==> src/design/tar_hsp_pkg.sv <==
// Shared types, codes and header-layout constants for the tar header stream parser.
// Depends on nothing; imported by tar_header_stream_parser and the testbench.
package tar_hsp_pkg;

  // Field widths of the result item
  localparam int SIZE_BITS   = 36;
  localparam int OFFSET_BITS = 48;
  localparam int IDX_BITS    = 9;

  // Byte positions inside a 512-byte header block
  localparam logic [IDX_BITS-1:0] NAME_END   = 9'd100;
  localparam logic [IDX_BITS-1:0] MODE_BEG   = 9'd100;
  localparam logic [IDX_BITS-1:0] MODE_END   = 9'd108;
  localparam logic [IDX_BITS-1:0] SIZE_BEG   = 9'd124;
  localparam logic [IDX_BITS-1:0] SIZE_END   = 9'd136;
  localparam logic [IDX_BITS-1:0] TYPE_POS   = 9'd156;
  localparam logic [IDX_BITS-1:0] MAGIC_BEG  = 9'd257;
  localparam logic [IDX_BITS-1:0] MAGIC_VER  = 9'd262;
  localparam logic [IDX_BITS-1:0] PREFIX_BEG = 9'd345;
  localparam logic [IDX_BITS-1:0] PREFIX_END = 9'd500;
  localparam logic [IDX_BITS-1:0] LAST_IDX   = 9'd511;

  // Characters
  localparam logic [7:0] CH_NUL   = 8'h00;
  localparam logic [7:0] CH_ZERO  = 8'h30;
  localparam logic [7:0] CH_SEVEN = 8'h37;
  localparam logic [7:0] CH_SLASH = 8'h2F;
  localparam logic [7:0] CH_SPACE = 8'h20;

  // Type flag bytes
  localparam logic [7:0] TF_FILE    = 8'h30;
  localparam logic [7:0] TF_SYMLINK = 8'h32;
  localparam logic [7:0] TF_DIR     = 8'h35;

  // Result kinds
  localparam logic [1:0] KIND_DESC    = 2'd0;
  localparam logic [1:0] KIND_DATA    = 2'd1;
  localparam logic [1:0] KIND_CORRUPT = 2'd2;

  // Entry types
  localparam logic [1:0] ET_UNKNOWN = 2'd0;
  localparam logic [1:0] ET_FILE    = 2'd1;
  localparam logic [1:0] ET_DIR     = 2'd2;
  localparam logic [1:0] ET_SYMLINK = 2'd3;

  typedef enum logic [1:0] {
    PH_HEADER = 2'd0,
    PH_DATA   = 2'd1,
    PH_PAD    = 2'd2,
    PH_HALT   = 2'd3
  } phase_t;

  typedef struct packed {
    logic [7:0] archive_byte;
    logic       restart;
  } item_t;

  typedef struct packed {
    logic [1:0]             kind;
    logic [7:0]             data_byte;
    logic                   last_data;
    logic [1:0]             entry_type;
    logic                   ustar_flag;
    logic [15:0]            mode_bits;
    logic [SIZE_BITS-1:0]   file_size;
    logic [OFFSET_BITS-1:0] data_offset;
    logic [7:0]             name_length;
  } result_t;

  typedef struct packed {
    phase_t                 phase;
    logic [IDX_BITS-1:0]    block_index;
    logic [OFFSET_BITS-1:0] stream_offset;
    logic [SIZE_BITS-1:0]   data_left;
    logic [IDX_BITS-1:0]    pad_left;
    logic                   all_zero;
    logic [15:0]            mode_acc;
    logic                   mode_open;
    logic [SIZE_BITS-1:0]   size_acc;
    logic                   size_open;
    logic                   magic_match;
    logic [7:0]             type_code;
    logic [6:0]             name_len;
    logic [6:0]             name_trail;
    logic                   name_done;
    logic [7:0]             prefix_len;
    logic [7:0]             prefix_trail;
    logic                   prefix_done;
  } parse_state_t;

  localparam parse_state_t STATE_RESET = '{
    phase:         PH_HEADER,
    block_index:   '0,
    stream_offset: '0,
    data_left:     '0,
    pad_left:      '0,
    all_zero:      1'b1,
    mode_acc:      '0,
    mode_open:     1'b1,
    size_acc:      '0,
    size_open:     1'b1,
    magic_match:   1'b1,
    type_code:     '0,
    name_len:      '0,
    name_trail:    '0,
    name_done:     1'b0,
    prefix_len:    '0,
    prefix_trail:  '0,
    prefix_done:   1'b0
  };

  // Expected "ustar" character at magic offset k
  function automatic logic [7:0] magic_char(input logic [2:0] k);
    logic [7:0] c;
    case (k)
      3'd0:    c = 8'h75;  // u
      3'd1:    c = 8'h73;  // s
      3'd2:    c = 8'h74;  // t
      3'd3:    c = 8'h61;  // a
      3'd4:    c = 8'h72;  // r
      default: c = CH_NUL;
    endcase
    return c;
  endfunction

  // Reset the per-header accumulators, keep the stream-level state
  function automatic parse_state_t clear_header(input parse_state_t s);
    parse_state_t r;
    r = s;
    r.block_index  = STATE_RESET.block_index;
    r.all_zero     = STATE_RESET.all_zero;
    r.mode_acc     = STATE_RESET.mode_acc;
    r.mode_open    = STATE_RESET.mode_open;
    r.size_acc     = STATE_RESET.size_acc;
    r.size_open    = STATE_RESET.size_open;
    r.magic_match  = STATE_RESET.magic_match;
    r.type_code    = STATE_RESET.type_code;
    r.name_len     = STATE_RESET.name_len;
    r.name_trail   = STATE_RESET.name_trail;
    r.name_done    = STATE_RESET.name_done;
    r.prefix_len   = STATE_RESET.prefix_len;
    r.prefix_trail = STATE_RESET.prefix_trail;
    r.prefix_done  = STATE_RESET.prefix_done;
    return r;
  endfunction

endpackage

==> src/design/tar_header_stream_parser.sv <==
// Tar header stream parser: takes one archive byte per transfer and emits entry descriptors,
// entry data bytes, and a corrupt-header marker. Depends on tar_hsp_pkg.
//
// Throughput is one archive byte per clock while item_ready is high. Each byte updates the
// parse state in the cycle it is accepted; its result (if any) is registered in the output
// register, or in the one-entry skid register behind it while the output register is full.
// The skid keeps input transfers flowing while the result channel stalls; item_ready drops
// only when both hold a result. Header bytes but a block's last, padding bytes and bytes after
// a corrupt header produce no result. Restart clears all parse state before its byte is handled.
module tar_header_stream_parser (
  input  logic                 clk,
  input  logic                 rst,
  input  logic                 item_valid,
  output logic                 item_ready,
  input  tar_hsp_pkg::item_t   item,
  output logic                 result_valid,
  input  logic                 result_ready,
  output tar_hsp_pkg::result_t result
);
  import tar_hsp_pkg::*;

  parse_state_t        st;
  parse_state_t        st_next;
  parse_state_t        cur;
  result_t             res;
  logic                res_valid;
  logic                accept;
  logic [7:0]          b;
  logic [IDX_BITS-1:0] idx;
  logic [IDX_BITS-1:0] mag_off;
  logic                digit;

  // Header finish terms
  logic [7:0]           plen;
  logic [7:0]           ptrail;
  logic [7:0]           total;
  logic [7:0]           trail;
  logic [7:0]           tcode;
  logic [1:0]           etype;
  logic [SIZE_BITS-1:0] dl_dec;
  logic [IDX_BITS-1:0]  pl_dec;

  // Output register and skid register
  logic    out_v;
  result_t out_d;
  logic    skid_v;
  result_t skid_d;
  logic    out_fire;

  assign item_ready   = !skid_v;
  assign accept       = item_valid && item_ready;
  assign result_valid = out_v;
  assign result       = out_d;
  assign out_fire     = out_v && result_ready;

  // Restart clears everything before the byte is absorbed
  assign cur     = item.restart ? STATE_RESET : st;
  assign b       = item.archive_byte;
  assign idx     = cur.block_index;
  assign mag_off = idx - MAGIC_BEG;
  assign digit   = (b >= CH_ZERO) && (b <= CH_SEVEN);
  assign dl_dec  = (cur.data_left != '0) ? cur.data_left - 1'b1 : cur.data_left;
  assign pl_dec  = (cur.pad_left != '0) ? cur.pad_left - 1'b1 : cur.pad_left;

  // Name/prefix length with trailing slashes and type classification
  always_comb begin
    plen   = cur.magic_match ? cur.prefix_len : 8'd0;
    ptrail = cur.magic_match ? cur.prefix_trail : 8'd0;
    total  = plen + {1'b0, cur.name_len};
    if (cur.name_len == '0) begin
      trail = ptrail;
    end else if (cur.name_trail == cur.name_len) begin
      trail = {1'b0, cur.name_len} + ptrail;
    end else begin
      trail = {1'b0, cur.name_trail};
    end
    tcode = (cur.type_code == CH_NUL) ? TF_FILE : cur.type_code;
    // Legacy archives mark directories by a trailing slash only
    if (trail != 8'd0 && !cur.magic_match && tcode == TF_FILE) begin
      tcode = TF_DIR;
    end
    priority if (tcode == TF_FILE) begin
      etype = ET_FILE;
    end else if (tcode == TF_DIR) begin
      etype = ET_DIR;
    end else if (tcode == TF_SYMLINK) begin
      etype = ET_SYMLINK;
    end else begin
      etype = ET_UNKNOWN;
    end
  end

  // Per-byte state update and result
  always_comb begin
    st_next   = cur;
    res       = '0;
    res_valid = 1'b0;
    st_next.stream_offset = cur.stream_offset + 1'b1;
    unique case (cur.phase)
      PH_HEADER: begin
        if (b != CH_NUL) begin
          st_next.all_zero = 1'b0;
        end
        if (idx < NAME_END && !cur.name_done) begin
          if (b == CH_NUL) begin
            st_next.name_done = 1'b1;
          end else begin
            st_next.name_len   = cur.name_len + 1'b1;
            st_next.name_trail = (b == CH_SLASH) ? cur.name_trail + 1'b1 : 7'd0;
          end
        end
        if (idx >= MODE_BEG && idx < MODE_END) begin
          if (cur.mode_open && digit) begin
            st_next.mode_acc = {cur.mode_acc[12:0], b[2:0]};
          end else begin
            st_next.mode_open = 1'b0;
          end
        end
        if (idx >= SIZE_BEG && idx < SIZE_END) begin
          if (cur.size_open && digit) begin
            st_next.size_acc = {cur.size_acc[SIZE_BITS-4:0], b[2:0]};
          end else begin
            st_next.size_open = 1'b0;
          end
        end
        if (idx == TYPE_POS) begin
          st_next.type_code = b;
        end
        if (idx >= MAGIC_BEG && idx < MAGIC_VER && b != magic_char(mag_off[2:0])) begin
          st_next.magic_match = 1'b0;
        end
        if (idx == MAGIC_VER && b != CH_SPACE && b != CH_NUL) begin
          st_next.magic_match = 1'b0;
        end
        if (idx >= PREFIX_BEG && idx < PREFIX_END && !cur.prefix_done) begin
          if (b == CH_NUL) begin
            st_next.prefix_done = 1'b1;
          end else begin
            st_next.prefix_len   = cur.prefix_len + 1'b1;
            st_next.prefix_trail = (b == CH_SLASH) ? cur.prefix_trail + 1'b1 : 8'd0;
          end
        end
        // Last byte of the block closes the header
        if (idx == LAST_IDX) begin
          if (st_next.all_zero) begin
            st_next = clear_header(st_next);
          end else if (total == 8'd0) begin
            res_valid     = 1'b1;
            res.kind      = KIND_CORRUPT;
            st_next.phase = PH_HALT;
            st_next       = clear_header(st_next);
          end else begin
            res_valid        = 1'b1;
            res.kind         = KIND_DESC;
            res.entry_type   = etype;
            res.ustar_flag   = cur.magic_match;
            res.mode_bits    = cur.mode_acc;
            res.file_size    = cur.size_acc;
            res.data_offset  = st_next.stream_offset;
            res.name_length  = total - trail;
            st_next.data_left = cur.size_acc;
            st_next.pad_left  = IDX_BITS'(0) - cur.size_acc[IDX_BITS-1:0];
            st_next.phase     = (cur.size_acc != '0) ? PH_DATA : PH_HEADER;
            st_next           = clear_header(st_next);
          end
        end else begin
          st_next.block_index = idx + 1'b1;
        end
      end
      PH_DATA: begin
        res_valid         = 1'b1;
        res.kind          = KIND_DATA;
        res.data_byte     = b;
        res.last_data     = (cur.data_left == SIZE_BITS'(1));
        st_next.data_left = dl_dec;
        if (dl_dec == '0) begin
          st_next.phase = (cur.pad_left != '0) ? PH_PAD : PH_HEADER;
        end
      end
      PH_PAD: begin
        st_next.pad_left = pl_dec;
        if (pl_dec == '0) begin
          st_next.phase = PH_HEADER;
        end
      end
      PH_HALT: begin
        st_next.stream_offset = cur.stream_offset + 1'b1;
      end
      default: begin
        st_next = cur;
      end
    endcase
  end

  // Parse state register
  always_ff @(posedge clk) begin
    if (rst) begin
      st <= STATE_RESET;
    end else if (accept) begin
      st <= st_next;
    end
  end

  // Output register with skid stage
  always_ff @(posedge clk) begin
    if (rst) begin
      out_v  <= 1'b0;
      skid_v <= 1'b0;
    end else if (out_fire) begin
      if (skid_v) begin
        out_v  <= 1'b1;
        skid_v <= 1'b0;
      end else begin
        out_v <= accept && res_valid;
      end
    end else if (accept && res_valid) begin
      if (!out_v) begin
        out_v <= 1'b1;
      end else begin
        skid_v <= 1'b1;
      end
    end
  end

  // Payload moves without reset
  always_ff @(posedge clk) begin
    if (out_fire) begin
      if (skid_v) begin
        out_d <= skid_d;
      end else if (accept && res_valid) begin
        out_d <= res;
      end
    end else if (accept && res_valid) begin
      if (!out_v) begin
        out_d <= res;
      end else begin
        skid_d <= res;
      end
    end
  end

  // Skid holds a result only behind a full output register
  a_skid_behind_out: assert property (@(posedge clk) disable iff (rst) skid_v |-> out_v)
    else $error("skid register full while output register empty");

  // Data phase always has bytes left to deliver
  a_data_left: assert property (@(posedge clk) disable iff (rst)
    st.phase == PH_DATA |-> st.data_left != '0)
    else $error("data phase with no bytes left");

  // Pad phase always has padding left to skip
  a_pad_left: assert property (@(posedge clk) disable iff (rst)
    st.phase == PH_PAD |-> st.pad_left != '0)
    else $error("pad phase with no padding left");

  // Only descriptors carry an offset
  a_offset_desc: assert property (@(posedge clk) disable iff (rst)
    out_v && out_d.kind != KIND_DESC |-> out_d.data_offset == '0)
    else $error("non-descriptor result carries an offset");

endmodule

==> config.mk <==
export PLATFORM = sky130hd
export DESIGN_NAME = tar_header_stream_parser
export DESIGN_NICKNAME = d
export VERILOG_FILES = /design/src/design/tar_hsp_pkg.sv /design/src/design/tar_header_stream_parser.sv
export SDC_FILE = /design/constraint.sdc
export NUM_CORES = 1
export LEC_CHECK = 0
export ABC_AREA = 0
export BUFFER_PORTS_ARGS = -buffer_cell sky130_fd_sc_hd__buf_4
export CORE_MARGIN = 4
export CORE_UTILIZATION = 50
export CTS_BUF_LIST = sky130_fd_sc_hd__clkbuf_8
export DETAILED_ROUTE_END_ITERATION = 10
export PLACE_DENSITY = 0.67
export SYNTH_ARGS = -nofsm -noshare
export SYNTH_HDL_FRONTEND = slang
export SYNTH_SLANG_ARGS = --single-unit
==> constraint.sdc <==
create_clock -name clk -period 20.2 [get_ports clk]
set_clock_uncertainty 0.15 [all_clocks]
set_input_delay 3.03 -clock clk [delete_from_list [all_inputs] [get_ports clk]]
set_output_delay 3.03 -clock clk [all_outputs]
set_load 0.005 [all_outputs]
==> results.md, run 1 <==
* Worst VDD drop at ~0.05 mV
* Syn Inst Count at 2572
* Clk_lat worst skew at between 0.6 and 0.7 ns
* Critical Path Start: item[0]
* Unrepaired setup endpoints after global routing: false
* Final WL at approximately 70000 um
* FFs w/ async S/R, synth at 0%
* Top_reg_cell synth: edfxtp_1
* Synth unique cells at between 90 and 100
* Root buf cell: clkbuf_8
* # setup viols final at 0
* Routed Antenna Nets at 0
* Critical Path RT at ~21 ns
* ANT cells at 0
* Die width at 227 um
* Initial antenna violation count at 1
* Period minus WS final at approximately 8 ns
* CTS tree: done
* HP Start: st[188]
* MaxCap Viol Count at 0
* Synth Warn # at 0
* Crit path arrival time at 8.23 ns
* First-pass GRT wire length at ~110000 um
* Post-CTS Setup Inserts at 0
* Yosys top cell area share at 30.6%
* Post-Syn Nets at approximately 2.6k
* Total power per unit cell area at roughly 75 mW/mm^2
* CP Class: input port to flop
* Via count at 20.6k
* Pins Over Slew Limit at 0
* Top cells by count, synth: nor2_1 (340), edfxtp_1 (244), nand2_1 (232), dfxtp_1 (202), clkbuf_1 (144)
* DRC viols at 0
* Core area at ~0.047 sq mm
* CP Capture Type: flop
* Die H at ~230 um
* Post-Syn Area per Cell at just over 9 sq um
* H-tree depth at 3
* Vias in the first global route at about 19k
* Count leader, synth: nor2_1
* Clk pin slew, worst setup/hold paths at around 0.060 ns
* Achievable Freq at about 0.13 GHz
* 1st-iter DRT viols at roughly 2.3k
* IO Port Bufs at around 140
* Grt ovf at 0
* Post_cts resized at 0
* Startpoint Class: input port
* Tot Pwr at 2000 uW
* Setup TNS at 0 ns
* Final hold vios at 0
* Final Instance Area at 0.0268 sq mm
* Core Rows at slightly below 80
* Post-DP HPWL at approximately 46000 um
* Pleak at about 0.0098 uW
* TritonRoute pass-1 iters at 6
* Largest net degree at the start of global routing at 95
* Share of cells above drive strength 1 at between 10% and 20%
* Period utilization at between 30% and 40%
* DR WL/cell at between 20 and 25 um
* Area Overhead vs Synth at 11.9%
* # IOs at ~140
* Total track usage at around a quarter
* Longest Clk Path Bufs at 3
* Die area at roughly 0.051 sq mm
* # nets final at between 2k and 3k
* Status: finished clean
* EDFF count, synth at ~240
* Hold Buf Count CTS at 0
* Post-synth top area cell: edfxtp_1
* TritonCTS Buffers at 77
* Rel. slew slack at a little under a fifth
* Crit Path Max Fanout at 87
* FF-to-FF Start: st[40]
* Routability cong. at approximately 0.95
* Dpl cell area at ~0.025 sq mm
* Mapped cell area at ~0.024 sq mm
* # clock sinks at roughly 450
* Worst Tran Pin Value at 1.20 ns
* Starting Density at 51.0%
* Sequential fraction of the synthesis area at ~47%
* HP Class: flop to flop
* DR vias/cell at roughly 6.3
* Synth area leaders: edfxtp_1 (31%), dfxtp_1 (17%), nor2_1 (5.3%)
* Yosys reg bits at about 450
-- critical path, stage by stage --
cell	delay [ns]
buf_6	0.50
clkinv_2	0.11
buf_4	0.28
buf_4	0.30
o21a_1	0.15
ha_1	0.23
a32o_1	0.21
a21oi_1	0.16
a2111oi_0	0.14
o31a_1	0.29
xnor2_1	0.89
a31oi_4	0.57
nand2b_1	0.34
a21oi_1	0.42
buf_4	0.34
a22o_1	0.18
-- registers in the layout, summed over array words and instances (netlist names) --
signal	count
skid_v	1
result	122
result_valid	1
st	200
skid_d	122
-- placed cells by master (no fill, tap or decap), drive strengths merged, types with 20 or more instances in the layout --
cell     synthesis  routed
nor2           340     340
edfxtp         244     244
nand2          232     232
dfxtp          202     202
buf             49     166
a21oi          139     139
o21ai          130     130
a22oi           86      86
clkbuf         145      86
nor3            78      78
inv             46      75
and3            73      73
mux2            71      71
xnor2           59      59
o31ai           56      56
nor4            50      50
nand3           43      43
xor2            36      36
ha              36      36
nor2b           36      36
a211oi          33      33
and2            33      33
nand4           31      31
a31oi           31      31
or3             26      26
nand2b          21      21
o2bb2ai         21      21
clkinv           1      20
-- routing by layer --
layer	track usage, %	wire length, um	up-vias
met5	0	13	-
met4	7.29	1410	2
met3	4.13	5260	112
met2	39.4	30700	856
met1	39.6	32300	9986
li1	-	-	9651
-- logic make-up (layout without fill, tap and decap cells) --
kind of cell / after synthesis / count (layout) / synth area share [%]
XOR/XNOR: 95 / 95 / 3.47
multiplexers: 90 / 90 / 4.13
flip-flops: 446 / 446 / 47.4
AO/OA/AOI/OAI: 636 / 636 / 17.7
buffers and inverters: 241 / 355 / 4.07
adder cells (fa/ha/maj): 38 / 38 / 2.00
AND/OR/NAND/NOR: 1026 / 1026 / 21.1
-- metrics by stage --
step	hold slack [ns]	cells	setup slack, ns	utilization (%)
finish	0.336	3293	12.41	57.1
detailed placement	0.322	3151	11.86	53.8
global placement	0.314	3151	11.98	53.8
global route	0.358	3293	12.17	57.1
floorplan	0.295	2572	5.12	-
CTS	0.336	3293	12.57	57.1
-- cell type report --
class,instances,area [sq um]
Tap cell,607,759
Multi-Input combinational cell,1885,11700
Inverter,47,178
Clock inverter,56,398
Fill cell,4121,20100
Timing Repair Buffer,166,1250
Sequential cell,446,11400
Clock buffer,86,1180
-- report_power, final --
| part | switching, uW | total, uW | internal, uW |
|---|---|---|---|
| clock network | 380 | 848 | 469 |
| logic | 123 | 182 | 59.2 |
| registers | 11.0 | 969 | 958 |
| total | 513 | 2000 | 1490 |
-- final timing paths --
check        endpoint  cells after the start  slack [ns]
min           st[188]                      2        0.34
max reg2reg   st[118]                     14       15.17
max           st[118]                     16       12.41
min reg2reg   st[188]                      2        0.34
(Power assumes the default switching activity.)
==> inputs of run 2 (changes only) <==
clock period = 7.2 ns   (was 20.2 ns; I/O delays follow)
==> results.md, run 2 (same netlist as run 1, synthesis figures left out) <==
* Status: finished clean (unchanged)
* Critical Path RT at 7.40 ns (was 20.65 ns)
* Post_cts resized at 0 (unchanged)
* Final WL at 70800 um (was 69700 um)
* CP max stage cell: ha_1 (was xnor2_1)
* H-tree depth at 3 (unchanged)
* Pleak at 0.00978 uW (about the same)
* Combinational power share at 9.2% (was 9.1%)
* Routed length on met3 at 5810 um (was 5260 um)
* Routed wl met2 at 30800 um (was 30700 um)
* P_sw at 1440 uW (was 513 uW)
* TritonRoute pass-1 iters at 7 (was 6)
* Share of cells above drive strength 1 at 14.6% (was 14.3%)
* Core Rows at 79 (unchanged)
* IO Port Bufs at 136 (unchanged)
* 1st-iter DRT viols at 2218 (was 2280)
* Period minus WS final at around 5.4 ns
* Post-CTS Setup Inserts at 0 (unchanged)
* Min-Delay Path Depth at 2 (unchanged)
* Via count at 20.5k (was 20.6k)
* Root buf cell: clkbuf_8 (unchanged)
* Commonest cells after routing, fill and taps aside: nor2_1 (338), edfxtp_1 (244), nand2_1 (231), dfxtp_1 (202), buf_4 (169) (was nor2_1 (338), edfxtp_1 (244), nand2_1 (231), dfxtp_1 (202), buf_4 (165))
* CP max stage delay at 0.67 ns (was 0.89 ns)
* Period utilization at about three quarters
* Commonest non-fill, non-tap cell in the layout: nor2_1 (unchanged)
* Hold Buf Count CTS at 0 (unchanged)
* Setup TNS at 0 ns (unchanged)
* Internal power at 4080 uW (was 1490 uW)
* Initial antenna violation count at 1 (unchanged)
* Total power per unit cell area at 206 mW/mm^2 (was 74.5 mW/mm^2)
* Die area at 0.0515 sq mm (unchanged)
* HP Class: flop to flop (unchanged)
* DRC viols at 0 (unchanged)
* # clock sinks at 446 (unchanged)
* # nets final at 2679 (was 2673)
* Startpoint Class: input port (unchanged)
* FF-to-FF Start: st[189] (was st[40])
* Rel. slew slack at 28.2% (was 19.1%)
* M1 wire length at 32700 um (was 32300 um)
* MaxCap Viol Count at 0 (unchanged)
* Total track usage at 26.8% (was 26.2%)
* Final hold vios at 0 (unchanged)
* Switch share at 26.0% (was 25.7%)
* Area Overhead vs Synth at 12.1% (was 11.9%)
* Routed Antenna Nets at 0 (unchanged)
* CP Class: input port to flop (unchanged)
* Routability cong. at 0.934 (was 0.955)
* Register-to-Register Path Depth at 11 (was 14)
* Worst VDD drop at 0.113 mV (was 0.0502 mV)
* Unrepaired setup endpoints after global routing: false (unchanged)
* TritonCTS Buffers at 77 (unchanged)
* Critical Path Start: item[0] (unchanged)
* CTS tree: done (unchanged)
* CP cell instances: buf_6 > clkinv_2 > nand2_1 > inv_1 > ha_1 > nand3_1 > nor2_1 > and4_1 > ha_1 > nand3_1 > a31oi_4 > nand3_1 > o21ai_0 (was buf_6 > clkinv_2 > buf_4 > buf_4 > o21a_1 > ha_1 > a32o_1 > a21oi_1 > a2111oi_0 > o31a_1 > xnor2_1 > a31oi_4 > nand2b_1 > a21oi_1 > buf_4 > a22o_1)
* Starting Density at 51.0% (unchanged)
* CP Capture Type: flop (unchanged)
* Max reg flops at 200 (unchanged)
* Die width at 227 um (unchanged)
* Fill cell count at 4091 (was 4121)
* Max Used Layer: met4 (was met5)
* Post-DP HPWL at 47400 um (was 46300 um)
* Largest net degree at the start of global routing at 123 (was 95)
* Worst hold margin at 0.331 ns (was 0.336 ns)
* Biggest register: st (unchanged)
* Crit Path Max Fanout at 88 (was 87)
* DP Worst Slack at 1.33 ns (was 11.86 ns)
* DR vias/cell at 6.22 (was 6.26)
* Power share of the clock group at 41.6% (was 42.4%)
* Sequential Power Share at 49.2% (was 48.5%)
* # setup viols final at 0 (unchanged)
* Die H at 227 um (unchanged)
* Most Frequent Cell on Critical Path: nand3_1 (was buf_4)
* Worst Tran Pin Value at 1.08 ns (was 1.20 ns)
* Clk pin slew, worst setup/hold paths at 0.06 ns (about the same)
* First-pass GRT wire length at 110000 um (was 108000 um)
* Longest Clk Path Bufs at 3 (unchanged)
* Grt ovf at 0 (unchanged)
* DR WL/cell at 21.5 um (was 21.2 um)
* Crit path arrival time at 5.64 ns (was 8.23 ns)
* Achievable Freq at roughly 0.18 GHz
* Vias in the first global route at 19.2k (was 18.8k)
* Core area at 0.0470 sq mm (unchanged)
* # IOs at 137 (unchanged)
* Pins Over Slew Limit at 0 (unchanged)
* Clk_lat worst skew at 0.65 ns (was 0.67 ns)
* Final WS setup at 1.77 ns (was 12.41 ns)
* HP Start: st[188] (unchanged)
run 2: final timing paths:
kind	endpoint	slack, ns
max reg2reg	result[59]	2.41
max	result[59]	1.77
min reg2reg	st[188]	0.33
min	st[188]	0.33
run 2: stage by stage:
step | utilization [%] | total power (uW) | instance area [sq um] | cells
6_report | 57.2 | 5520 | 26900 | 3301
5_1_grt | 57.2 | 5740 | 26900 | 3301
4_1_cts | 57.2 | 5560 | 26900 | 3300
3_5_place_dp | 53.9 | 3270 | 25300 | 3157
3_3_place_gp | 53.9 | 3260 | 25300 | 3157
2_1_floorplan | - | 3110 | 24000 | 2572
run 2: metal layers:
metal	vias to the layer above	global-route usage, %
li1	9633	-
met1	9921	40.0
met2	867	39.9
met3	121	4.51
met4	0	8.39
met5	-	0
run 2: power by group through the flow:
stage | clock network (uW) | registers (uW) | logic [uW]
3_3_place_gp | 0 | 2770 | 492
3_5_place_dp | 0 | 2770 | 495
2_1_floorplan | 0 | 2750 | 352
6_report | 2300 | 2720 | 507
4_1_cts | 2350 | 2720 | 498
5_1_grt | 2470 | 2720 | 553
run 2: area by class of cell:
type	count	area, sq um	area share [%]
Timing Repair Buffer	172	1320	4.91
Tap cell	607	759	2.83
Clock inverter	48	234	0.871
Clock buffer	95	1310	4.87
Sequential cell	446	11400	42.3
Inverter	47	178	0.662
Antenna cell	1	2.50	0.00932
Multi-Input combinational cell	1885	11700	43.5
run 2: critical path: cells and delay by family:
family / cells / cell delay, ns
AOI/OAI and AO/OA: 2 / 1.27
adders and majority gates: 2 / 0.95
buffers and inverters: 3 / 0.76
and+or+nand+nor: 6 / 1.53
